## src/hw/rtl/wtei_pkg.sv

```systemverilog
package wtei_pkg;

    localparam int TIME_W    = 40;
    localparam int PWR_W     = 24;
    localparam int ENERGY_W  = 64;
    localparam int PTS_W     = 20;
    localparam int STAT_W    = 3;
    localparam int MUL_STEPS = 24;
    localparam int CNT_W     = 5;

    localparam int QUEUE_DEPTH = 4;
    localparam int QPTR_W      = 2;
    localparam int QCNT_W      = 3;

    localparam logic REG_WINDOW_START = 1'b0;
    localparam logic REG_WINDOW_END   = 1'b1;

    localparam logic [STAT_W-1:0] STAT_OK      = 3'd0;
    localparam logic [STAT_W-1:0] STAT_FEW     = 3'd1;
    localparam logic [STAT_W-1:0] STAT_MANY    = 3'd2;
    localparam logic [STAT_W-1:0] STAT_NEG     = 3'd3;
    localparam logic [STAT_W-1:0] STAT_MONO    = 3'd4;
    localparam logic [STAT_W-1:0] STAT_WINDOW  = 3'd5;
    localparam logic [STAT_W-1:0] STAT_BRACKET = 3'd6;

    localparam logic [PTS_W-1:0]    PTS_MAX    = '1;
    localparam logic [ENERGY_W-1:0] ENERGY_MAX = '1;

    typedef struct packed {
        logic [TIME_W-1:0] t;
        logic [PWR_W-1:0]  p;
        logic              last;
        logic              neg;
        logic              nonmono;
    } item_t;

    typedef struct packed {
        logic [TIME_W-1:0] start_us;
        logic [TIME_W-1:0] end_us;
    } window_t;

    typedef struct packed {
        logic [STAT_W-1:0]   status;
        logic [PTS_W-1:0]    points;
        logic [TIME_W-1:0]   gap;
        logic [ENERGY_W-1:0] energy;
    } result_t;

    typedef enum logic [3:0] {
        ST_IDLE,
        ST_EVAL,
        ST_ENDCHK,
        ST_APSET,
        ST_MUL,
        ST_DIV,
        ST_ACC1,
        ST_ACC2,
        ST_DONE
    } state_t;

endpackage

```

## src/hw/rtl/wtei_front.sv

```systemverilog
module wtei_front
    import wtei_pkg::*;
(
    input  logic         aclk,
    input  logic         aresetn,
    input  logic         s_tvalid,
    output logic         s_tready,
    input  logic [63:0]  s_tdata,   // sample_time[39:0], sample_power[63:40]
    input  logic         s_tlast,   // last_sample
    output logic         push_valid,
    input  logic         push_ready,
    output item_t        push_item
);

    logic [TIME_W-1:0] prev_time_reg, prev_time_next;
    logic              have_prev_reg, have_prev_next;
    logic              accept;

    assign s_tready   = push_ready;
    assign push_valid = s_tvalid;
    assign accept     = s_tvalid && push_ready;

    always_comb begin
        push_item.t       = s_tdata[TIME_W-1:0];
        push_item.p       = s_tdata[TIME_W+PWR_W-1:TIME_W];
        push_item.last    = s_tlast;
        push_item.neg     = s_tdata[TIME_W+PWR_W-1];
        push_item.nonmono = have_prev_reg && (s_tdata[TIME_W-1:0] <= prev_time_reg);
    end

    always_comb begin
        prev_time_next = prev_time_reg;
        have_prev_next = have_prev_reg;
        if (accept) begin
            prev_time_next = s_tdata[TIME_W-1:0];
            have_prev_next = !s_tlast;
        end
    end

    always_ff @(posedge aclk) begin
        if (!aresetn) begin
            have_prev_reg <= 1'b0;
        end else begin
            have_prev_reg <= have_prev_next;
        end
        prev_time_reg <= prev_time_next;
    end

endmodule

```

## src/hw/rtl/wtei_queue.sv

```systemverilog
module wtei_queue
    import wtei_pkg::*;
(
    input  logic  aclk,
    input  logic  aresetn,
    input  logic  push_valid,
    output logic  push_ready,
    input  item_t push_item,
    output logic  pop_valid,
    input  logic  pop_ready,
    output item_t pop_item
);

    item_t             mem_reg [QUEUE_DEPTH];
    logic [QPTR_W-1:0] wr_ptr_reg, wr_ptr_next;
    logic [QPTR_W-1:0] rd_ptr_reg, rd_ptr_next;
    logic [QCNT_W-1:0] count_reg, count_next;
    logic              do_push, do_pop;

    assign push_ready = count_reg != QCNT_W'(QUEUE_DEPTH);
    assign pop_valid  = count_reg != '0;
    assign pop_item   = mem_reg[rd_ptr_reg];
    assign do_push    = push_valid && push_ready;
    assign do_pop     = pop_valid && pop_ready;

    always_comb begin
        wr_ptr_next = do_push ? wr_ptr_reg + 1'b1 : wr_ptr_reg;
        rd_ptr_next = do_pop ? rd_ptr_reg + 1'b1 : rd_ptr_reg;
        count_next  = count_reg;
        if (do_push && !do_pop) begin
            count_next = count_reg + 1'b1;
        end else if (do_pop && !do_push) begin
            count_next = count_reg - 1'b1;
        end
    end

    always_ff @(posedge aclk) begin
        if (!aresetn) begin
            wr_ptr_reg <= '0;
            rd_ptr_reg <= '0;
            count_reg  <= '0;
        end else begin
            wr_ptr_reg <= wr_ptr_next;
            rd_ptr_reg <= rd_ptr_next;
            count_reg  <= count_next;
        end
        if (do_push) begin
            mem_reg[wr_ptr_reg] <= push_item;
        end
    end

endmodule

```

## src/hw/rtl/wtei_back.sv

```systemverilog
module wtei_back
    import wtei_pkg::*;
#(
    parameter int MAX_SAMPLES = 1000000
)
(
    input  logic         aclk,
    input  logic         aresetn,
    input  window_t      win,
    input  logic         pop_valid,
    output logic         pop_ready,
    input  item_t        pop_item,
    output logic         m_tvalid,
    input  logic         m_tready,
    output result_t      m_result
);

    localparam int TC_W = $clog2(MAX_SAMPLES + 2);
    localparam logic [TC_W-1:0] TC_TOP  = TC_W'(MAX_SAMPLES + 1);
    localparam logic [TC_W-1:0] TC_MANY = TC_W'(MAX_SAMPLES);
    localparam logic [TC_W-1:0] TC_TWO  = TC_W'(2);

    state_t              state_reg, state_next;
    item_t               item_reg, item_next;
    logic [TIME_W-1:0]   prev_time_reg, prev_time_next;
    logic [PWR_W-1:0]    prev_power_reg, prev_power_next;
    logic                have_prev_reg, have_prev_next;
    logic [TC_W-1:0]     tc_reg, tc_next;
    logic [PTS_W-1:0]    pc_reg, pc_next;
    logic [ENERGY_W-1:0] energy_reg, energy_next;
    logic                half_reg, half_next;
    logic                sat_reg, sat_next;
    logic [TIME_W-1:0]   gap_reg, gap_next;
    logic                sb_reg, sb_next;
    logic                er_reg, er_next;
    logic [TIME_W-1:0]   clip_time_reg, clip_time_next;
    logic [PWR_W-1:0]    clip_power_reg, clip_power_next;
    logic [STAT_W-1:0]   err_reg, err_next;
    logic                interp_end_reg, interp_end_next;
    logic                mul_interp_reg, mul_interp_next;
    logic [TIME_W-1:0]   ap_x_reg, ap_x_next;
    logic [PWR_W-1:0]    ap_q_reg, ap_q_next;
    logic                ap_end_reg, ap_end_next;
    logic [PWR_W-1:0]    ma_reg, ma_next;
    logic [PWR_W-1:0]    mb_reg, mb_next;
    logic [63:0]         a_reg, a_next;
    logic [63:0]         b_reg, b_next;
    logic [63:0]         acc_reg, acc_next;
    logic [TIME_W-1:0]   d_reg, d_next;
    logic [TIME_W-1:0]   rem_reg, rem_next;
    logic [PWR_W-1:0]    dl_reg, dl_next;
    logic [CNT_W-1:0]    cnt_reg, cnt_next;
    logic                out_valid_reg, out_valid_next;
    result_t             out_reg, out_next;

    logic [TC_W-1:0]     tc_inc;
    logic [STAT_W-1:0]   err_new;
    logic                win_ok, run, hit, eq_s, ix_deg, direct_end;
    logic [TIME_W-1:0]   ix_x, ix_xc, ix_a, ix_b, ix_d, ap_dt;
    logic [63:0]         mul_add;
    logic [TIME_W:0]     div_rem2;
    logic                div_ge;
    logic [TIME_W-1:0]   div_rem;
    logic [PWR_W-1:0]    div_q;
    logic [ENERGY_W:0]   acc_sum;
    logic                out_load, done_go;
    logic [STAT_W-1:0]   status_w;

    assign pop_ready = state_reg == ST_IDLE;
    assign m_tvalid  = out_valid_reg;
    assign m_result  = out_reg;

    assign tc_inc  = (tc_reg < TC_TOP) ? tc_reg + 1'b1 : tc_reg;
    assign err_new = (err_reg != STAT_OK) ? err_reg :
                     item_reg.neg ? STAT_NEG :
                     item_reg.nonmono ? STAT_MONO : STAT_OK;
    assign win_ok  = win.start_us < win.end_us;
    assign run     = (err_new == STAT_OK) && win_ok;
    assign eq_s    = item_reg.t == win.start_us;
    assign hit     = have_prev_reg ? (prev_time_reg < win.start_us && item_reg.t >= win.start_us)
                                   : eq_s;

    assign ix_x   = (state_reg == ST_EVAL) ? win.start_us : win.end_us;
    assign ix_xc  = (ix_x < prev_time_reg) ? prev_time_reg :
                    (ix_x > item_reg.t) ? item_reg.t : ix_x;
    assign ix_a   = item_reg.t - ix_xc;
    assign ix_b   = ix_xc - prev_time_reg;
    assign ix_d   = item_reg.t - prev_time_reg;
    assign ix_deg = item_reg.t <= prev_time_reg;
    assign direct_end = (item_reg.t == win.end_us) || !have_prev_reg || ix_deg;

    assign ap_dt = (ap_x_reg >= clip_time_reg) ? ap_x_reg - clip_time_reg : '0;

    assign mul_add = acc_reg + (ma_reg[0] ? a_reg : 64'd0) + (mb_reg[0] ? b_reg : 64'd0);

    assign div_rem2 = {rem_reg, dl_reg[PWR_W-1]};
    assign div_ge   = div_rem2 >= {1'b0, d_reg};
    assign div_rem  = div_ge ? TIME_W'(div_rem2 - {1'b0, d_reg}) : div_rem2[TIME_W-1:0];
    assign div_q    = {dl_reg[PWR_W-2:0], div_ge};

    assign acc_sum = {1'b0, energy_reg} + {2'b00, acc_reg[63:1]};

    assign out_load = (state_reg == ST_DONE) && item_reg.last && (!out_valid_reg || m_tready);
    assign done_go  = !item_reg.last || out_load;

    always_comb begin
        if (tc_reg < TC_TWO) begin
            status_w = STAT_FEW;
        end else if (tc_reg > TC_MANY) begin
            status_w = STAT_MANY;
        end else if (err_reg != STAT_OK) begin
            status_w = err_reg;
        end else if (!win_ok) begin
            status_w = STAT_WINDOW;
        end else if (!(sb_reg && er_reg)) begin
            status_w = STAT_BRACKET;
        end else begin
            status_w = STAT_OK;
        end
    end

    always_comb begin
        state_next = state_reg;
        case (state_reg)
            ST_IDLE: begin
                if (pop_valid) state_next = ST_EVAL;
            end
            ST_EVAL: begin
                if (!run) begin
                    state_next = ST_DONE;
                end else if (sb_reg) begin
                    state_next = ST_ENDCHK;
                end else if (!hit) begin
                    state_next = ST_DONE;
                end else if (eq_s || ix_deg) begin
                    state_next = ST_ENDCHK;
                end else begin
                    state_next = ST_MUL;
                end
            end
            ST_ENDCHK: begin
                if (er_reg) begin
                    state_next = ST_DONE;
                end else if (item_reg.t < win.end_us) begin
                    state_next = (item_reg.t > clip_time_reg) ? ST_APSET : ST_DONE;
                end else begin
                    state_next = direct_end ? ST_APSET : ST_MUL;
                end
            end
            ST_APSET: state_next = ST_MUL;
            ST_MUL: begin
                if (cnt_reg == '0) state_next = mul_interp_reg ? ST_DIV : ST_ACC1;
            end
            ST_DIV: begin
                if (cnt_reg == '0) state_next = interp_end_reg ? ST_APSET : ST_ENDCHK;
            end
            ST_ACC1: state_next = ST_ACC2;
            ST_ACC2: state_next = ST_DONE;
            ST_DONE: begin
                if (done_go) state_next = ST_IDLE;
            end
            default: state_next = ST_IDLE;
        endcase
    end

    always_comb begin
        item_next       = item_reg;
        prev_time_next  = prev_time_reg;
        prev_power_next = prev_power_reg;
        have_prev_next  = have_prev_reg;
        tc_next         = tc_reg;
        pc_next         = pc_reg;
        energy_next     = energy_reg;
        half_next       = half_reg;
        sat_next        = sat_reg;
        gap_next        = gap_reg;
        sb_next         = sb_reg;
        er_next         = er_reg;
        clip_time_next  = clip_time_reg;
        clip_power_next = clip_power_reg;
        err_next        = err_reg;
        interp_end_next = interp_end_reg;
        mul_interp_next = mul_interp_reg;
        ap_x_next       = ap_x_reg;
        ap_q_next       = ap_q_reg;
        ap_end_next     = ap_end_reg;
        ma_next         = ma_reg;
        mb_next         = mb_reg;
        a_next          = a_reg;
        b_next          = b_reg;
        acc_next        = acc_reg;
        d_next          = d_reg;
        rem_next        = rem_reg;
        dl_next         = dl_reg;
        cnt_next        = cnt_reg;
        out_next        = out_reg;
        out_valid_next  = (out_valid_reg && m_tready) ? 1'b0 : out_valid_reg;

        case (state_reg)
            ST_IDLE: begin
                if (pop_valid) item_next = pop_item;
            end
            ST_EVAL: begin
                tc_next  = tc_inc;
                err_next = err_new;
                if (run && !sb_reg && hit) begin
                    clip_time_next = win.start_us;
                    if (eq_s || ix_deg) begin
                        clip_power_next = item_reg.p;
                        sb_next         = 1'b1;
                        pc_next         = PTS_W'(1);
                    end else begin
                        ma_next         = prev_power_reg;
                        mb_next         = item_reg.p;
                        a_next          = 64'(ix_a);
                        b_next          = 64'(ix_b);
                        acc_next        = '0;
                        d_next          = ix_d;
                        cnt_next        = CNT_W'(MUL_STEPS - 1);
                        mul_interp_next = 1'b1;
                        interp_end_next = 1'b0;
                    end
                end
            end
            ST_ENDCHK: begin
                if (!er_reg) begin
                    if (item_reg.t < win.end_us) begin
                        ap_x_next   = item_reg.t;
                        ap_q_next   = item_reg.p;
                        ap_end_next = 1'b0;
                    end else if (direct_end) begin
                        ap_x_next   = win.end_us;
                        ap_q_next   = item_reg.p;
                        ap_end_next = 1'b1;
                    end else begin
                        ma_next         = prev_power_reg;
                        mb_next         = item_reg.p;
                        a_next          = 64'(ix_a);
                        b_next          = 64'(ix_b);
                        acc_next        = '0;
                        d_next          = ix_d;
                        cnt_next        = CNT_W'(MUL_STEPS - 1);
                        mul_interp_next = 1'b1;
                        interp_end_next = 1'b1;
                    end
                end
            end
            ST_APSET: begin
                if (ap_dt > gap_reg) gap_next = ap_dt;
                ma_next         = clip_power_reg + ap_q_reg;
                mb_next         = '0;
                a_next          = 64'(ap_dt);
                b_next          = '0;
                acc_next        = '0;
                cnt_next        = CNT_W'(MUL_STEPS - 1);
                mul_interp_next = 1'b0;
            end
            ST_MUL: begin
                acc_next = mul_add;
                ma_next  = ma_reg >> 1;
                mb_next  = mb_reg >> 1;
                a_next   = a_reg << 1;
                b_next   = b_reg << 1;
                cnt_next = cnt_reg - 1'b1;
                if (cnt_reg == '0) begin
                    rem_next = mul_add[63:PWR_W];
                    dl_next  = mul_add[PWR_W-1:0];
                    cnt_next = CNT_W'(MUL_STEPS - 1);
                end
            end
            ST_DIV: begin
                rem_next = div_rem;
                dl_next  = div_q;
                cnt_next = cnt_reg - 1'b1;
                if (cnt_reg == '0) begin
                    if (interp_end_reg) begin
                        ap_x_next   = win.end_us;
                        ap_q_next   = div_q;
                        ap_end_next = 1'b1;
                    end else begin
                        clip_power_next = div_q;
                        sb_next         = 1'b1;
                        pc_next         = PTS_W'(1);
                    end
                end
            end
            ST_ACC1: begin
                if (!sat_reg) begin
                    if (acc_sum[ENERGY_W]) begin
                        energy_next = ENERGY_MAX;
                        sat_next    = 1'b1;
                    end else begin
                        energy_next = acc_sum[ENERGY_W-1:0];
                    end
                end
            end
            ST_ACC2: begin
                if (half_reg && acc_reg[0]) begin
                    half_next = 1'b0;
                    if (energy_reg == ENERGY_MAX) begin
                        sat_next = 1'b1;
                    end else begin
                        energy_next = energy_reg + 1'b1;
                    end
                end else begin
                    half_next = half_reg | acc_reg[0];
                end
                if (pc_reg != PTS_MAX) pc_next = pc_reg + 1'b1;
                clip_time_next  = ap_x_reg;
                clip_power_next = ap_q_reg;
                if (ap_end_reg) er_next = 1'b1;
            end
            ST_DONE: begin
                prev_time_next  = item_reg.t;
                prev_power_next = item_reg.p;
                have_prev_next  = 1'b1;
                if (out_load) begin
                    out_valid_next  = 1'b1;
                    out_next.status = status_w;
                    out_next.energy = (status_w == STAT_OK) ? energy_reg : '0;
                    out_next.gap    = (status_w == STAT_OK) ? gap_reg : '0;
                    out_next.points = (status_w == STAT_OK) ? pc_reg : '0;
                    have_prev_next  = 1'b0;
                    tc_next         = '0;
                    pc_next         = '0;
                    energy_next     = '0;
                    half_next       = 1'b0;
                    sat_next        = 1'b0;
                    gap_next        = '0;
                    sb_next         = 1'b0;
                    er_next         = 1'b0;
                    clip_time_next  = '0;
                    clip_power_next = '0;
                    err_next        = STAT_OK;
                end
            end
            default: begin
            end
        endcase
    end

    always_ff @(posedge aclk) begin
        if (!aresetn) begin
            state_reg     <= ST_IDLE;
            have_prev_reg <= 1'b0;
            tc_reg        <= '0;
            pc_reg        <= '0;
            energy_reg    <= '0;
            half_reg      <= 1'b0;
            sat_reg       <= 1'b0;
            gap_reg       <= '0;
            sb_reg        <= 1'b0;
            er_reg        <= 1'b0;
            err_reg       <= STAT_OK;
            out_valid_reg <= 1'b0;
        end else begin
            state_reg     <= state_next;
            have_prev_reg <= have_prev_next;
            tc_reg        <= tc_next;
            pc_reg        <= pc_next;
            energy_reg    <= energy_next;
            half_reg      <= half_next;
            sat_reg       <= sat_next;
            gap_reg       <= gap_next;
            sb_reg        <= sb_next;
            er_reg        <= er_next;
            err_reg       <= err_next;
            out_valid_reg <= out_valid_next;
        end
        item_reg       <= item_next;
        prev_time_reg  <= prev_time_next;
        prev_power_reg <= prev_power_next;
        clip_time_reg  <= clip_time_next;
        clip_power_reg <= clip_power_next;
        interp_end_reg <= interp_end_next;
        mul_interp_reg <= mul_interp_next;
        ap_x_reg       <= ap_x_next;
        ap_q_reg       <= ap_q_next;
        ap_end_reg     <= ap_end_next;
        ma_reg         <= ma_next;
        mb_reg         <= mb_next;
        a_reg          <= a_next;
        b_reg          <= b_next;
        acc_reg        <= acc_next;
        d_reg          <= d_next;
        rem_reg        <= rem_next;
        dl_reg         <= dl_next;
        cnt_reg        <= cnt_next;
        out_reg        <= out_next;
    end

    a_div_rem_below: assert property (@(posedge aclk) disable iff (!aresetn)
        (state_reg == ST_DIV) |-> (rem_reg < d_reg))
        else $error("divider remainder not below divisor");

    a_end_after_start: assert property (@(posedge aclk) disable iff (!aresetn)
        er_reg |-> sb_reg)
        else $error("window end reached before start was bracketed");

    a_clip_power_nonneg: assert property (@(posedge aclk) disable iff (!aresetn)
        (sb_reg && state_reg != ST_EVAL) |-> !clip_power_reg[PWR_W-1])
        else $error("clipped power went negative");

    a_result_from_last: assert property (@(posedge aclk) disable iff (!aresetn)
        $rose(out_valid_reg) |-> $past(state_reg == ST_DONE && item_reg.last))
        else $error("result issued without a last sample");

endmodule

```

## src/hw/rtl/windowed_trapezoid_energy_integrator.sv

```systemverilog
// Trapezoid-rule energy integrator over a configured time window. Each input
// transaction is one sample (time in us, power in mW); the sample with tlast
// closes the trace and yields one result transaction with energy in nJ, the
// largest gap, the clipped point count and a status. A four-entry queue sits
// between the input side and the sequencer. In the sequencer a sample that adds
// a segment passes through the 24-step shift-add multiplier; each window edge
// a sample crosses adds the 24-step multiply and 24-step restoring divide of
// the edge interpolation. A last sample also waits while the previous result
// is still held. The user must write the window registers through
// cfg_wr_en/cfg_index/cfg_wdata only while the block is idle; the block itself
// does not enforce this.
module windowed_trapezoid_energy_integrator
    import wtei_pkg::*;
#(
    parameter int MAX_SAMPLES = 1000000
)
(
    input  logic         aclk,
    input  logic         aresetn,
    input  logic         cfg_wr_en,
    input  logic         cfg_index,
    input  logic [39:0]  cfg_wdata,
    input  logic         s_tvalid,
    output logic         s_tready,
    input  logic [63:0]  s_tdata,   // sample_time[39:0], sample_power[63:40]
    input  logic         s_tlast,   // last_sample
    output logic         m_tvalid,
    input  logic         m_tready,
    output logic [127:0] m_tdata    // energy_nanojoules[63:0], max_gap_us[103:64],
                                    // window_points[123:104], status[126:124]
);

    window_t win_reg, win_next;
    logic    push_valid, push_ready, pop_valid, pop_ready;
    item_t   push_item, pop_item;
    result_t result;

    always_comb begin
        win_next = win_reg;
        if (cfg_wr_en) begin
            case (cfg_index)
                REG_WINDOW_START: win_next.start_us = cfg_wdata;
                REG_WINDOW_END:   win_next.end_us   = cfg_wdata;
                default: begin
                end
            endcase
        end
    end

    always_ff @(posedge aclk) begin
        if (!aresetn) begin
            win_reg <= '0;
        end else begin
            win_reg <= win_next;
        end
    end

    wtei_front u_front (
        .aclk       (aclk),
        .aresetn    (aresetn),
        .s_tvalid   (s_tvalid),
        .s_tready   (s_tready),
        .s_tdata    (s_tdata),
        .s_tlast    (s_tlast),
        .push_valid (push_valid),
        .push_ready (push_ready),
        .push_item  (push_item)
    );

    wtei_queue u_queue (
        .aclk       (aclk),
        .aresetn    (aresetn),
        .push_valid (push_valid),
        .push_ready (push_ready),
        .push_item  (push_item),
        .pop_valid  (pop_valid),
        .pop_ready  (pop_ready),
        .pop_item   (pop_item)
    );

    wtei_back #(
        .MAX_SAMPLES (MAX_SAMPLES)
    ) u_back (
        .aclk      (aclk),
        .aresetn   (aresetn),
        .win       (win_reg),
        .pop_valid (pop_valid),
        .pop_ready (pop_ready),
        .pop_item  (pop_item),
        .m_tvalid  (m_tvalid),
        .m_tready  (m_tready),
        .m_result  (result)
    );

    assign m_tdata = {1'b0, result};

endmodule
```

## config.mk

```make
export PLATFORM = sky130hd
export DESIGN_NAME = windowed_trapezoid_energy_integrator
export DESIGN_NICKNAME = d
export VERILOG_FILES = /design/src/hw/rtl/wtei_pkg.sv /design/src/hw/rtl/wtei_front.sv /design/src/hw/rtl/wtei_queue.sv /design/src/hw/rtl/wtei_back.sv /design/src/hw/rtl/windowed_trapezoid_energy_integrator.sv
export SDC_FILE = /design/constraint.sdc
export NUM_CORES = 2
export LEC_CHECK = 0
export CAP_MARGIN = 15
export CORE_MARGIN = 2
export CORE_UTILIZATION = 59
export CTS_CLUSTER_DIAMETER = 120
export DETAILED_ROUTE_END_ITERATION = 8
export DONT_BUFFER_PORTS = 1
export PLACE_DENSITY = 0.77
export SLEW_MARGIN = 25
export SYNTH_ARGS = -nofsm -noshare
export SYNTH_HDL_FRONTEND = slang
export SYNTH_SLANG_ARGS = --single-unit
```

## constraint.sdc

```tcl
create_clock -name aclk -period 9.2 [get_ports aclk]
set_input_delay 1.84 -clock aclk [delete_from_list [all_inputs] [get_ports aclk]]
set_output_delay 1.84 -clock aclk [all_outputs]
set_load 0.005 [all_outputs]
```

# Word level (Yosys, flattened, before mapping)
# Memory sizes are Yosys's and may differ from the RTL's. A register that Yosys moved wholly into a read port is not among the register bits.
# Index checks and enable logic that the tools add are counted.
[totals]
regBits = 956
n_memories = 1
ramBits = 268
inputBits = 111
word_cells = 335
[memory_table]
columns = ["memory", "words", "width", "rd", "rd_clocked_by_memory_dff", "write_ports", "line", "rtl"]
rows = [
  ["u_queue.mem_reg", 4, 67, 1, 1, 1, "wtei_queue.sv:14", "item_t mem_reg [QUEUE_DEPTH];"],
]
[classes]
magnitude_cmp = 15
add_sub_neg = 17
n_eq_ne = 35
reduce_logical = 68
muxes = 156
bitwise_logic = 2
[ops]
columns = ["cell", "n"]
rows = [
  ["$mux W64", 22],
  ["$pmux W64 S4", 3],
  ["$mux W40", 19],
  ["$mux W24", 21],
  ["$pmux W40 S2", 4],
  ["$pmux W24 S4", 3],
  ["$sub A40 B40 Y40", 5],
  ["$pmux W64 S3", 1],
  ["$lt A40 B40 Y1", 4],
  ["$mux W20", 7],
  ["$add A64 B64 Y64", 2],
  ["$gt A40 B40 Y1", 3],
  ["$pmux W40 S3", 1],
  ["$pmux W24 S2", 2],
  ["$eq A40 B40 Y1", 2],
  ["$ge A40 B40 Y1", 2],
  ["$le A40 B40 Y1", 2],
  ["$pmux W20 S4", 1],
  ["$add A64 B63 Y65", 1],
  ["$add A64 B1 Y64 const B", 1],
  ["$eq A64 B64 Y1 const B", 1],
  ["$ge A41 B40 Y1", 1],
  ["$add A20 B1 Y20 const B", 2],
  ["$mux W4", 10],
  ["45 further kinds", 173],
]

# Depth between registers and ports, before layout
[depth]
ltp_word = 10
depth_mapped = 32
mapped_depth_nobuf = 28

# Cells and area by module
# From an unflattened synthesis, not the netlist that was laid out.
[hier_totals]
cells_unflattened = 8026
area_unflattened_um2 = 81419.3
[modules_own_cells]
columns = ["mod", "instances", "cells_per_inst", "area_per_inst_um2", "seq_area_each_um2"]
rows = [
  ["wtei_back", 1, 7064, 65401.5, 25304.3],
  ["wtei_queue", 1, 398, 10176.0, 8227.9],
  ["windowed_trapezoid_energy_integrator", 1, 307, 3039.2, 1601.5],
  ["wtei_front", 1, 257, 2802.7, 1221.2],
]

# Least setup slack after synthesis
# Ideal clock, no wire load.
[synth_timing]
path_kind = "reg2reg"
start = "register u_back.item_reg[44] (netlist bit)"
end = "register u_back.ap_end_reg, enable pin"
stages_incl_launch_ff = 13
t_arrival_ns = 8.886
path_slack_ns = -0.351
setup_time_ns = 0.666
path_cell_list = "edfxtp_1 ha_1 a21o_1 a21o_1 a21o_1 a21o_1 a21o_1 a21oi_1 o21ai_0 a21oi_1 o21a_1 and3b_1 o41ai_1"
[synth_between]
elab_chain_len = 5
[synth_lines]
columns = ["item", "line", "rtl"]
rows = [
  ["start: declaration", "wtei_back.sv:24", "item_t item_reg, item_next;"],
  ["start signal: assignment", "wtei_back.sv:370", "item_reg <= item_next;"],
  ["branches (longest 3 deep; another with $le A40 B40 Y1)", "-", ""],
  ["$ne A3 B1 Y1 (no line) (*)", "-", ""],
  ["$reduce_and A5 Y1 (no line) (*)", "-", ""],
  ["end signal: assignment", "wtei_back.sv:379", "ap_end_reg <= ap_end_next;"],
  ["end: declaration", "wtei_back.sv:43", "logic ap_end_reg, ap_end_next;"],
]
# Every way passes the cells marked *.
# A chain may end at the register's enable or synchronous reset.

# Worst setup path in the final report
[layout_timing]
start = "register u_back.state_reg[0]"
end = "register u_back.a_reg[36] (data pin)"
[layout_between]
elab_chain_len = 10
[layout_lines]
columns = ["item", "line", "rtl"]
rows = [
  ["start: declaration", "wtei_back.sv:23", "state_t state_reg, state_next;"],
  ["start signal: assignment", "wtei_back.sv:357", "state_reg <= state_next;"],
  ["$eq A4 B1 Y1", "wtei_back.sv:83, wtei_back.sv:199", ""],
  ["$mux W40", "wtei_back.sv:83", "assign ix_x = (state_reg == ST_EVAL) ? win.start_us : win.end_us;"],
  ["$gt A40 B40 Y1", "wtei_back.sv:85", "(ix_x > item_reg.t) ? item_reg.t : ix_x;"],
  ["$mux W40", "wtei_back.sv:85", ""],
  ["$mux W40", "wtei_back.sv:84", "assign ix_xc = (ix_x < prev_time_reg) ? prev_time_reg :"],
  ["$sub A40 B40 Y40", "wtei_back.sv:86", "assign ix_a = item_reg.t - ix_xc;"],
  ["$mux W64", "wtei_back.sv:231", "end else if (direct_end) begin"],
  ["$mux W64", "wtei_back.sv:227", "if (item_reg.t < win.end_us) begin"],
  ["$mux W64", "wtei_back.sv:226", "if (!er_reg) begin"],
  ["$pmux W64 S4 (*)", "wtei_back.sv:199", "case (state_reg)"],
  ["net u_back.a_next[36]", "wtei_back.sv:46", "logic [63:0] a_reg, a_next;"],
  ["end signal: assignment", "wtei_back.sv:382", "a_reg <= a_next;"],
  ["end: declaration", "wtei_back.sv:46", ""],
]
# The timed path passes the listed nets; every way through them passes the cells marked *. The select of a mux whose other input is x is not followed.

==> metrics <==
Post-DRT Antenna Nets 0; mux share of post-synthesis cell area 2.214%; Crit path depth 29; die height 373.2 um; Crit Path Category reg2reg; static leakage 35.38 nW; top-count cell post-synth edfxtp_1; clock skew 0.04660 ns; Synth Register Bits 1286; clock latency on the worst-skew pair 0.80 ns; layout cell share with drive strength beyond 1 5.675%; power share of the clock group 18.9%; CTS H-Tree Depth 4; Worst R2R End u_back.a_reg[36]; IO buf count 0; CP Buf/Inv Count 5; largest net degree at the start of global routing 185; actual slew at the worst max-slew pin 1.122 ns; FMAX 121.3 MHz; CTS Hold Bufs 0; cts repair resizes 0; switching power 13.30 mW; Slew HR 24.41%; Synth async-reset ratio 0%; vias in the first global route 61697; Max clock buf depth 3; Setup crit end kind register; min-delay worst type reg2reg; Final GP Congestion 1.022; Sequential Area 0.03617 mm2; via count 64355; worst-path fanout max 85; Overall Power 30.00 mW; CTS Sinks 1286; CP max-delay cell dfxtp_1; first-pass detailed-route iteration total 6; DRC errors left 0; CP top delay family compound AO/OA/AOI/OAI gates; Rows 135; Synth Area in Compound Gates 17.39%; Yosys cell types 105; max FFs per register 264; Hold Vio Cnt, Final 0; final std cells w/o fill 9943; core area 0.1353 mm2; Setup crit start u_back.state_reg[0]; Setup TNS Final 0 ns; Int Power 16.70 mW; Post-Syn Area per Cell 9.879 um2; fillers 10507; Switching Share 44.34%; Syn. warnings 0; CTS tree done; XOR/XNOR share of the synthesized area 3.758%; Slew Limit Fails 0; 1st-iter DRT viols 7511; Ports 241; DIE AREA 0.1392 mm2; Max-cap violations 0; Post-Syn Nets 9035; post-synthesis adder-cell area fraction 12.89%; CTS clk-pin slew, worst paths 0.07 ns; top_reg_cell synth edfxtp_1; min Tclk post-route 8.243 ns; Critical Path Max Stage Delay 0.66 ns; WHS 0.4714 ns; initial antenna violation count 3; total gr overflow 0; Seq/Total Area, Yosys 44.98%; Synth Area in Simple Gates 13.90%; R2R setup slack 0.96 ns; Via density 6.472; area of the mapped netlist 0.08040 mm2; status finished, final reports clean; Logic pwr share 49.9%; CTS buffer count 137; Tcrit/Tclk final 89.60%; Root Driver clkbuf_16; Avg WL per Cell 25.69 um; top post-synthesis cells by count 1041 x edfxtp_1, 901 x nand2_1, 729 x a21oi_1; worst-case reg-to-reg path depth 29; Data arrival, critical path 8.74 ns; RSZ-0062 raised after global routing no; Worst EP required 9.70 ns; first-pass GRT wire length 382400 um; Final HPWL DP 192100 um; placed insts 9687; post-synth top area cell edfxtp_1; Final setup viols 0; die width 373.2 um; Mapped Cells 8139; PD cells 345.1 mW/mm2; peak supply drop 314.7 uV; Worst setup SP type register; final wirelength 255500 um; Setup Buffers After CTS 0; Reg power frac 31.3%; crit path capture u_back.a_reg[36]; main combinational cell family by area after synthesis compound AO/OA/AOI/OAI gates; Post-synth EDFFs 1041; Total GRT Usage 36.10%; RR Startpoint u_back.state_reg[0]; Synth-to-Final Area Change 8.125%; Synth area leaders edfxtp_1 39%, ha_1 11%, dfxtp_1 6.1%, a21oi_1 4.5%, nand2_1 4.2%; Starting Density 59.43%; fin nets 8942; share of the synthesized area in the top cell type 38.88%; footprint of the multi-input gates 0.04046 mm2
[worst min path at each step]
| stage | from | endpoint | slack, ns | cells after the start |
|---|---|---|---|---|
| 2_1_floorplan | u_back.pc_reg[16] | u_back.pc_reg[16] | 0.44 | 1 |
| 3_3_place_gp | u_back.gap_reg[7] | u_back.gap_reg[7] | 0.45 | 2 |
| 3_5_place_dp | u_back.gap_reg[10] | u_back.gap_reg[10] | 0.46 | 2 |
| 4_1_cts | u_back.gap_reg[7] | u_back.gap_reg[7] | 0.47 | 2 |
| 5_1_grt | u_back.gap_reg[7] | u_back.gap_reg[7] | 0.49 | 2 |
| 6_report | u_back.gap_reg[15] | u_back.gap_reg[15] | 0.47 | 2 |
[cell type report]
| cell class | instances | area share, % |
|---|---|---|
| Antenna cell | 3 | 0.008635 |
| Clock buffer | 179 | 4.276 |
| Clock inverter | 73 | 1.064 |
| Inverter | 706 | 3.061 |
| Sequential cell | 1286 | 41.61 |
| Timing Repair Buffer | 91 | 0.8808 |
| Tap cell | 1781 | 2.563 |
| Multi-Input combinational cell | 5824 | 46.54 |
[through the flow]
step	util, %	worst slack (ns)	cell area, um2
floorplan	-	0.5972	80410
CTS	64.23	1.081	86900
global placement	60.80	1.283	82260
detailed placement	60.80	1.095	82260
global route	64.25	0.4466	86930
finish	64.25	0.9572	86940
[power by group through the flow]
| stage | logic, mW | clock network, mW | registers (mW) |
|---|---|---|---|
| after floorplan | 10.0 | 0 | 8.87 |
| after global placement | 14.2 | 0 | 9.38 |
| after detailed placement | 14.5 | 0 | 9.42 |
| after CTS | 14.6 | 5.71 | 9.31 |
| after global routing | 16.2 | 5.92 | 9.41 |
| final | 15.0 | 5.66 | 9.38 |
[metal layers]
metal | routed length, um | GRT usage, %
met3 | 22470 | 6.076
met2 | 114900 | 56.87
met4 | 17800 | 21.28
met5 | 11 | 0
met1 | 100300 | 47.14
[cell families (layout without fill, tap and decap cells)]
logic type | count (synthesis) | count (layout)
muxes | 95 | 95
xor gates and xnor gates | 345 | 345
DFF | 1286 | 1286
other | 1 | 4
and+or+nand+nor | 2352 | 2352
AOI/OAI and AO/OA | 2246 | 2246
adders and majority gates | 785 | 785
buffers and inverters | 1029 | 1049
[cell usage in the layout, fill, tap and decap left out, types with 47 or more instances in the layout]
cell	synthesis	routed
xor2_1	154	154
xnor2_1	191	191
edfxtp_1	1041	1041
and3_1	66	59
nor2b_1	64	63
mux4_2	66	66
nor2_1	487	482
nand3_1	147	146
a21o_1	328	328
clkbuf_16	0	138
inv_1	704	701
a22oi_1	52	52
or3_1	47	47
o21ai_0	536	535
ha_1	713	713
fa_1	72	72
and2_1	218	216
nand2_1	901	897
dfxtp_1	245	243
o21a_1	62	62
nor3_1	93	91
a21oi_1	729	726
nand2b_1	58	58
a211oi_1	63	63
nand4_1	139	139
buf_4	3	85
a31oi_1	88	88
o21bai_1	51	51
[tightest hold or removal path, cell delays in order (launching register included)]
cell and delay [ns]:
dfxtp_1 0.32, nand2_1 0.05, a21oi_1 0.05
(Power assumes the default switching activity.)
